<file path="src/hw/rtl/obpl_pkg.sv">
// Shared types and constants for the order book price-level table.
package obpl_pkg;

   // Table geometry.
   localparam int LEVELS = 64;
   localparam int TOP    = 5;

   // Field widths.
   localparam int PRICE_W = 32;
   localparam int QTY_W   = 48;
   localparam int RANK_W  = 3;
   localparam int SLOT_W  = (TOP > 1) ? $clog2(TOP) : 1;

   // Stream packing widths.
   localparam int REQ_DATA_W = 80;
   localparam int REQ_USER_W = 2;
   localparam int RSP_DATA_W = 88;

   // Request kinds.
   localparam logic OP_UPDATE   = 1'b0;
   localparam logic OP_SNAPSHOT = 1'b1;

   // Controller states.
   typedef enum logic [1:0] {
      ST_IDLE,
      ST_COMPARE,
      ST_APPLY,
      ST_SNAP
   } state_type;

   // One price level as held by a cell.
   typedef struct packed {
      logic               valid;
      logic [PRICE_W-1:0] price;
      logic [QTY_W-1:0]   qty;
   } lvl_type;

   localparam lvl_type LVL_EMPTY = '{valid: 1'b0, price: '0, qty: '0};

   // Accepted request.
   typedef struct packed {
      logic               opcode;
      logic               is_bid;
      logic [PRICE_W-1:0] price;
      logic [QTY_W-1:0]   qty;
   } cmd_type;

   // Update broadcast from the controller to one side.
   typedef struct packed {
      logic               compare;
      logic               apply;
      logic [PRICE_W-1:0] price;
      logic [QTY_W-1:0]   qty;
   } upd_type;

   // Operation chosen for one side during the apply cycle.
   typedef struct packed {
      logic set;
      logic del;
      logic ins;
   } cell_op_type;

endpackage

</file>
<file path="src/hw/rtl/obpl_ctrl.sv">
// Sequencer: takes requests, steps updates through compare and apply, streams snapshots.
module obpl_ctrl (
   input  logic                          clock,
   input  logic                          reset,
   input  logic                          req_valid,
   output logic                          req_ready,
   input  obpl_pkg::cmd_type             req_cmd,
   output obpl_pkg::upd_type             bid_upd,
   output obpl_pkg::upd_type             ask_upd,
   input  obpl_pkg::lvl_type             bid_top [obpl_pkg::TOP],
   input  obpl_pkg::lvl_type             ask_top [obpl_pkg::TOP],
   output logic                          rsp_valid,
   input  logic                          rsp_ready,
   output logic                          rsp_side,
   output logic [obpl_pkg::RANK_W-1:0]   rsp_rank,
   output logic [obpl_pkg::PRICE_W-1:0]  rsp_price,
   output logic [obpl_pkg::QTY_W-1:0]    rsp_qty,
   output logic                          rsp_last
);
   import obpl_pkg::*;

   state_type          state_ff, state_in;
   cmd_type            cmd_ff;
   logic               snap_bid_ff, snap_bid_in;
   logic [SLOT_W-1:0]  slot_ff, slot_in;
   logic               out_valid_ff, out_valid_in;
   logic               out_side_ff;
   logic [RANK_W-1:0]  out_rank_ff;
   logic [PRICE_W-1:0] out_price_ff;
   logic [QTY_W-1:0]   out_qty_ff;
   logic               out_last_ff;
   logic               accept;
   logic               load;
   logic               slot_end;
   logic               snap_last;
   lvl_type            pick;

   assign accept    = req_valid && req_ready;
   assign slot_end  = (slot_ff == SLOT_W'(TOP - 1));
   assign snap_last = !snap_bid_ff && slot_end;
   assign load      = (state_ff == ST_SNAP) && (!out_valid_ff || rsp_ready);
   assign pick      = snap_bid_ff ? bid_top[slot_ff] : ask_top[slot_ff];

   // Next state.
   always_comb begin
      state_in = state_ff;
      case (state_ff)
         ST_IDLE, ST_APPLY: begin
            if (accept) begin
               state_in = (req_cmd.opcode == OP_SNAPSHOT) ? ST_SNAP : ST_COMPARE;
            end else begin
               state_in = ST_IDLE;
            end
         end
         ST_COMPARE: state_in = ST_APPLY;
         ST_SNAP: begin
            if (load && snap_last) begin
               state_in = ST_IDLE;
            end
         end
         default: state_in = ST_IDLE;
      endcase
   end

   // State outputs: handshake and update strobes.
   always_comb begin
      req_ready       = 1'b0;
      bid_upd.compare = 1'b0;
      bid_upd.apply   = 1'b0;
      case (state_ff)
         ST_IDLE:    req_ready = 1'b1;
         ST_COMPARE: bid_upd.compare = 1'b1;
         ST_APPLY: begin
            req_ready     = 1'b1;
            bid_upd.apply = 1'b1;
         end
         ST_SNAP:    req_ready = 1'b0;
         default:    req_ready = 1'b0;
      endcase
      bid_upd.price   = cmd_ff.price;
      bid_upd.qty     = cmd_ff.qty;
      ask_upd         = bid_upd;
      bid_upd.compare = bid_upd.compare && cmd_ff.is_bid;
      bid_upd.apply   = bid_upd.apply && cmd_ff.is_bid;
      ask_upd.compare = ask_upd.compare && !cmd_ff.is_bid;
      ask_upd.apply   = ask_upd.apply && !cmd_ff.is_bid;
   end

   // Snapshot walk: bid slots first, then ask slots.
   always_comb begin
      snap_bid_in = snap_bid_ff;
      slot_in     = slot_ff;
      if (accept) begin
         snap_bid_in = 1'b1;
         slot_in     = '0;
      end else if (load) begin
         if (slot_end) begin
            snap_bid_in = 1'b0;
            slot_in     = '0;
         end else begin
            slot_in = slot_ff + 1'b1;
         end
      end
   end

   // Output beat register.
   always_comb begin
      out_valid_in = out_valid_ff;
      if (load) begin
         out_valid_in = 1'b1;
      end else if (rsp_ready) begin
         out_valid_in = 1'b0;
      end
   end

   always_ff @(posedge clock) begin
      if (reset) begin
         state_ff     <= ST_IDLE;
         snap_bid_ff  <= 1'b1;
         slot_ff      <= '0;
         out_valid_ff <= 1'b0;
      end else begin
         state_ff     <= state_in;
         snap_bid_ff  <= snap_bid_in;
         slot_ff      <= slot_in;
         out_valid_ff <= out_valid_in;
      end
   end

   // Request and result payloads.
   always_ff @(posedge clock) begin
      if (accept) begin
         cmd_ff <= req_cmd;
      end
      if (load) begin
         out_side_ff  <= snap_bid_ff;
         out_rank_ff  <= RANK_W'(slot_ff);
         out_price_ff <= pick.valid ? pick.price : '0;
         out_qty_ff   <= pick.valid ? pick.qty : '0;
         out_last_ff  <= snap_last;
      end
   end

   assign rsp_valid = out_valid_ff;
   assign rsp_side  = out_side_ff;
   assign rsp_rank  = out_rank_ff;
   assign rsp_price = out_price_ff;
   assign rsp_qty   = out_qty_ff;
   assign rsp_last  = out_last_ff;

endmodule

</file>
<file path="config.mk">
export PLATFORM = sky130hd
export DESIGN_NAME = obpl_ctrl
export DESIGN_NICKNAME = d
export VERILOG_FILES = /design/src/hw/rtl/obpl_pkg.sv /design/src/hw/rtl/obpl_ctrl.sv
export SDC_FILE = /design/constraint.sdc
export NUM_CORES = 1
export LEC_CHECK = 0
export ABC_AREA = 1
export BUFFER_PORTS_ARGS = -buffer_cell sky130_fd_sc_hd__buf_2
export CAP_MARGIN = 0
export CORE_AREA = 5 5 447 449
export CTS_CLUSTER_DIAMETER = 50
export DETAILED_ROUTE_END_ITERATION = 12
export DIE_AREA = 0 0 452 454
export GPL_TIMING_DRIVEN = 0
export PLACE_DENSITY = 0.33
export SLEW_MARGIN = 20
export SYNTH_ARGS = -nofsm -noshare
export SYNTH_HDL_FRONTEND = slang
export SYNTH_SLANG_ARGS = --single-unit
</file>
<file path="constraint.sdc">
create_clock -name clock -period 8.5 [get_ports clock]
set_input_delay 1.7 -clock clock [delete_from_list [all_inputs] [get_ports clock]]
set_output_delay 1.7 -clock clock [all_outputs]
set_load 0.05 [all_outputs]
</file>
==> Yosys cells after proc, flatten, opt, wreduce, memory -nomap -nowiden <==
Cells that the tools add are included.
{ "op_classes": {"add_sub_neg": 1, "order_cmp": 1, "eq_ne": 5, "muxes": 17, "bitwise_logic": 1, "n_reduce_logical": 17} }
{ "ops": {"columns": ["op", "count"], "rows": [
  ["$bmux 81 s3", 2],
  ["$mux 81", 5],
  ["$logic_and 1x1->1", 8],
  ["$mux 2", 3],
  ["$pmux 2 s3", 1],
  ["$mux 1", 5],
  ["$eq 2x2->1 const B", 2],
  ["$ge 4x4->1 const B", 1],
  ["$not 3->4", 1],
  ["$reduce_or 2->1", 2],
  ["$add 3x1->3 const B", 1],
  ["$eq 3x3->1 const B", 1],
  ["$logic_not 1->1", 3],
  ["$mux 3", 1],
  ["$eq 2x1->1 const B", 1],
  ["$logic_not 2->1", 1],
  ["$ne 2x1->1 const B", 1],
  ["$reduce_and 2->1", 1],
  ["$reduce_bool 2->1", 1],
  ["$logic_or 1x1->1", 1]
]} }
{ "totals": {"regBits": 173, "in_bits": 896, "out_inout_bits": 251, "elab_cells": 54} }

==> Logic depth before layout (Yosys ltp) <==
{ "depth": {"depth_word": 6, "depth_mapped": 12} }

==> Worst setup path after synthesis <==
No wires, ideal clock.
{ "synth_path": {"path_type": "in2reg", "start": "in rsp_ready", "end": "reg out_last_ff (netlist: rsp_last) (enable)", "t_arrival_ps": 3618, "required_ps": 8060, "slack_ps": 4443, "stages": 4, "n_path_buf": 0, "cell_sequence": "inv_1 nand2_1 nand2_1 inv_1"} }
{ "synth_via": {"elab_chain_len": 2} }
{ "synth_rtl": {"columns": ["element", "line", "text"], "rows": [
  ["start: declaration", "obpl_ctrl.sv:13", "input logic rsp_ready,"],
  ["$logic_or 1x1->1", "obpl_ctrl.sv:41", "assign load = (state_ff == ST_SNAP) && (!out_valid_ff || rsp_ready);"],
  ["$logic_and 1x1->1", "obpl_ctrl.sv:41", null],
  ["net load", "obpl_ctrl.sv:33", "logic load;"],
  ["end signal: assignment", "obpl_ctrl.sv:140", "out_last_ff <= snap_last;"],
  ["end: declaration", "obpl_ctrl.sv:31", "logic out_last_ff;"]
]} }
The timed path passes the listed nets, and every way through them passes these cells.
A chain may end at the register's enable or synchronous reset.

==> Worst setup path in the final report <==
{ "layout_path": {"start": "reg slot_ff[0]", "end": "reg out_qty_ff[19] (netlist: rsp_qty[19]) (data pin)"} }
{ "layout_via": {"elab_chain_len": 5} }
{ "layout_rtl": {"columns": ["element", "line", "text"], "rows": [
  ["start: declaration", "obpl_ctrl.sv:25", "logic [SLOT_W-1:0] slot_ff, slot_in;"],
  ["start signal: assignment", "obpl_ctrl.sv:125", "slot_ff <= slot_in;"],
  ["$not 3->4 (not written as such) (*)", "obpl_ctrl.sv:42", "assign pick = snap_bid_ff ? bid_top[slot_ff] : ask_top[slot_ff];"],
  ["$bmux 81 s3", "obpl_ctrl.sv:42", null],
  ["$mux 81 (not written as such) (2 in a row)", "obpl_ctrl.sv:42", null],
  ["$mux 81 (*)", "obpl_ctrl.sv:42", null],
  ["end signal: assignment", "obpl_ctrl.sv:139", "out_qty_ff <= pick.valid ? pick.qty : '0;"],
  ["end: declaration", "obpl_ctrl.sv:30", "logic [QTY_W-1:0] out_qty_ff;"]
]} }
Mark *: on every way between the ends. The rest lies on a longest branch, timed or not. The select of a mux whose other input is x is not followed.

==> flow_summary.ini <==
[floorplanning]
rows = 163
core-area_um2 = 196000
io_pins = 1147
die_w_um = 452
fp.dieArea_um2 = 205000
start_util_pct = 7.93
fp.dieH_um = 454

[power]
swShare_pct = 39.4
power.density_nw_per_um2 = 110
total_leakage_power_uw = 0.0131
ir_drop_v = 0.000137
p_sw_uw = 1100
power_frac_comb_pct = 31.6
p_int_uw = 1700
p_seq_share_pct = 35.6
clockPowerShare_pct = 32.8

[logic_synthesis]
synth_top_area_cell = edfxtp_1
synth_warnings = 0
synth_area_leaders = edfxtp_1 (32%), nand2_1 (26%), nand3_1 (10%)
synth-seq-area-share_pct = 33.0
synth_area_per_cell_um2 = 6.02
yosys.cell_types.count = 19
synth_fp_nets = 3476
netlist.area_leader.share_pct = 32.1
syn_inst = 2578
synth_area_um2 = 15500
synth-seq-cells = 173

[setup_path]
crit_arrival_ps = 3980
startpoint = slot_ff[0]
required_ps = 8890
start_kind = flip-flop
ff2ff_setup_slack_ps = 4910
cp_max_fo = 10
reg2reg_depth = 11
crit_type = flip-flop to flip-flop
r2r-start = slot_ff[0]
r2r_end = rsp_qty[19]
endpoint_kind = flip-flop

[clock_network]
clk_pin_slew_ps = 110
clkLatencyLatePin_ps = 540
cts_buffers = 17
cts.sinks = 173
cts_tree = done
cts-root-buf = clkbuf_16
h-tree-depth = 4
clk_path_buf_depth = 2
cts_resized = 0
post-cts-setup-buffers = 0
hold_buffers = 0

[placed_design]
gp_congestion = 0.913
pre_cts_slack_ps = 4450
dp_hpwl_mm = 149
io_buffers = 1146

[global_routing]
grt_max_degree = 64
grt_pass1_vias = 21600
grt-ovfl-total = 0
grt_util_all_layers_pct = 15.6
grt_pass1_wl_mm = 210
antenna_found_initial = 130

[detailed_routing]
dr.pass1.iters = 6
drc = 0
dr.first_iter.drc_count = 1859
vias_per_cell = 3.48
wl_mm = 168
ant_nets = 0
vias = 22200
wl_per_cell_um = 26.4

[worst_hold_path]
min_path_type = flip-flop to flip-flop
whs_path_depth = 0
min_from = snap_bid_ff
hold_end = rsp_side

[timing]
layout_setup_ws_ps = 4910
min_period_ps = 3590
relSlewSlack_pct = 16.3
maxSlewViolCount = 0
finalSetupViolCount = 0
max_freq_mhz = 279
fin_crit_sh_pct = 42.2
fin_skew_ps = 32.0
worst_pin_slew_ps = 1250
rsz0062_at_grt = no
timing_hold_violations_final = 0
final.setup.tns_ps = 0

[layout]
regArea_um2 = 5120
multiInputGateArea_um2 = 7780
num-fill-cells = 23400
drive_gt1_share_pct = 39.4
final_net_count = 4647
syn_to_final_growth_pct = 63.7

[outcome]
status = completed

[run]
maxCapViolCount = 0
state kept, by name (all words and copies together) (netlist names):
register / count
ask_upd: 80
rsp_qty: 48
rsp_price: 32
rsp_rank: 3
slot_ff: 3
state_ff: 2
cmd_ff: 1
rsp_last: 1
rsp_side: 1
rsp_valid: 1
snap_bid_ff: 1
per-layer routing:
metal / vias up / part of all wire, % / track usage [%]
met5: - / 0.11 / 0
met4: 30 / 3.0 / 4.02
met3: 226 / 6.1 / 2.98
met2: 1138 / 52 / 29.4
met1: 10400 / 38 / 18.0
li1: 10300 / - / -
how the worst max path moves through the flow:
stage | end | slack (ps)
after floorplan | rsp_last | 4440
after global placement | state_ff[1] | 250
after detailed placement | state_ff[1] | 4450
after CTS | rsp_qty[18] | 4490
after global routing | rsp_qty[18] | 4600
final | rsp_qty[19] | 4910
synth_stat cells:
master       n
nor3b_1      1
buf_2       94
nand2_1   1064
inv_2       36
nor2_2       1
clkbuf_1    65
a21oi_1      4
ha_1         2
nor2_1     329
nand3_1    324
buf_4      161
edfxtp_1   166
o21ai_1    133
a31oi_1      1
inv_1      137
dfxtp_1      7
o21ai_0     33
buf_1       17
nor3_1       3
power by group through the flow:
stage	Sequential, uW	Clock (uW)	Combinational (uW)
after CTS	998	994	892
after global routing	1000	1010	947
final	997	920	884
after global placement	1020	0	886
after floorplan	1030	0	418
after detailed placement	1020	0	890
cell usage in the layout (no fill, tap or decap), drive strengths merged, types with 51 or more instances in the layout:
cell / n
nor2: 330
diode: 51
nand2: 1064
inv: 181
nand3: 324
o21ai: 166
clkbuf: 82
edfxtp: 166
buf: 1424
critical path, cell delays in order (launching register included):
cell,delay (ps)
dfxtp_1,520
buf_2,620
buf_2,640
buf_2,470
nand2_1,280
nand3_1,150
nand2_1,130
nand2_1,90
nand2_1,80
nand2_1,250
nand2_1,110
inv_2,50
kinds of logic (layout without fill, tap and decap cells):
family	count (synthesis)	count (layout)	share of synthesized area, %
other	0	51	0
AOI/OAI and AO/OA	171	171	5.52
buffers and inverters	510	1694	17.0
DFF	173	173	33.0
and+or+nand+nor	1722	1722	44.3
adders and majority gates	2	2	0.161
per-stage QoR:
stage               instance area [um^2]  utilization (%)  hold slack [ps]  total power [uW]  std cells
finish                             25400             13.0              476              2800       6370
detailed placement                 24700             12.6              458              1910       6287
floorplan                          15500                -              403              1450       2578
CTS                                25300             12.9              472              2890       6319
global placement                   24500             12.5              483              1910       6281
global route                       25400             13.0              488              2960       6358
final cells by class:
cell class	instances	area share, %
clock buffer	17	1.67
timing repair buffer	1152	23.2
multi-input combinational	1895	30.6
sequential	173	20.2
tap	2557	12.6
inverter	173	2.59
clock inverter	15	0.812
buffer	337	7.84
antenna	51	0.502
Power figures use the tool's default switching activity.
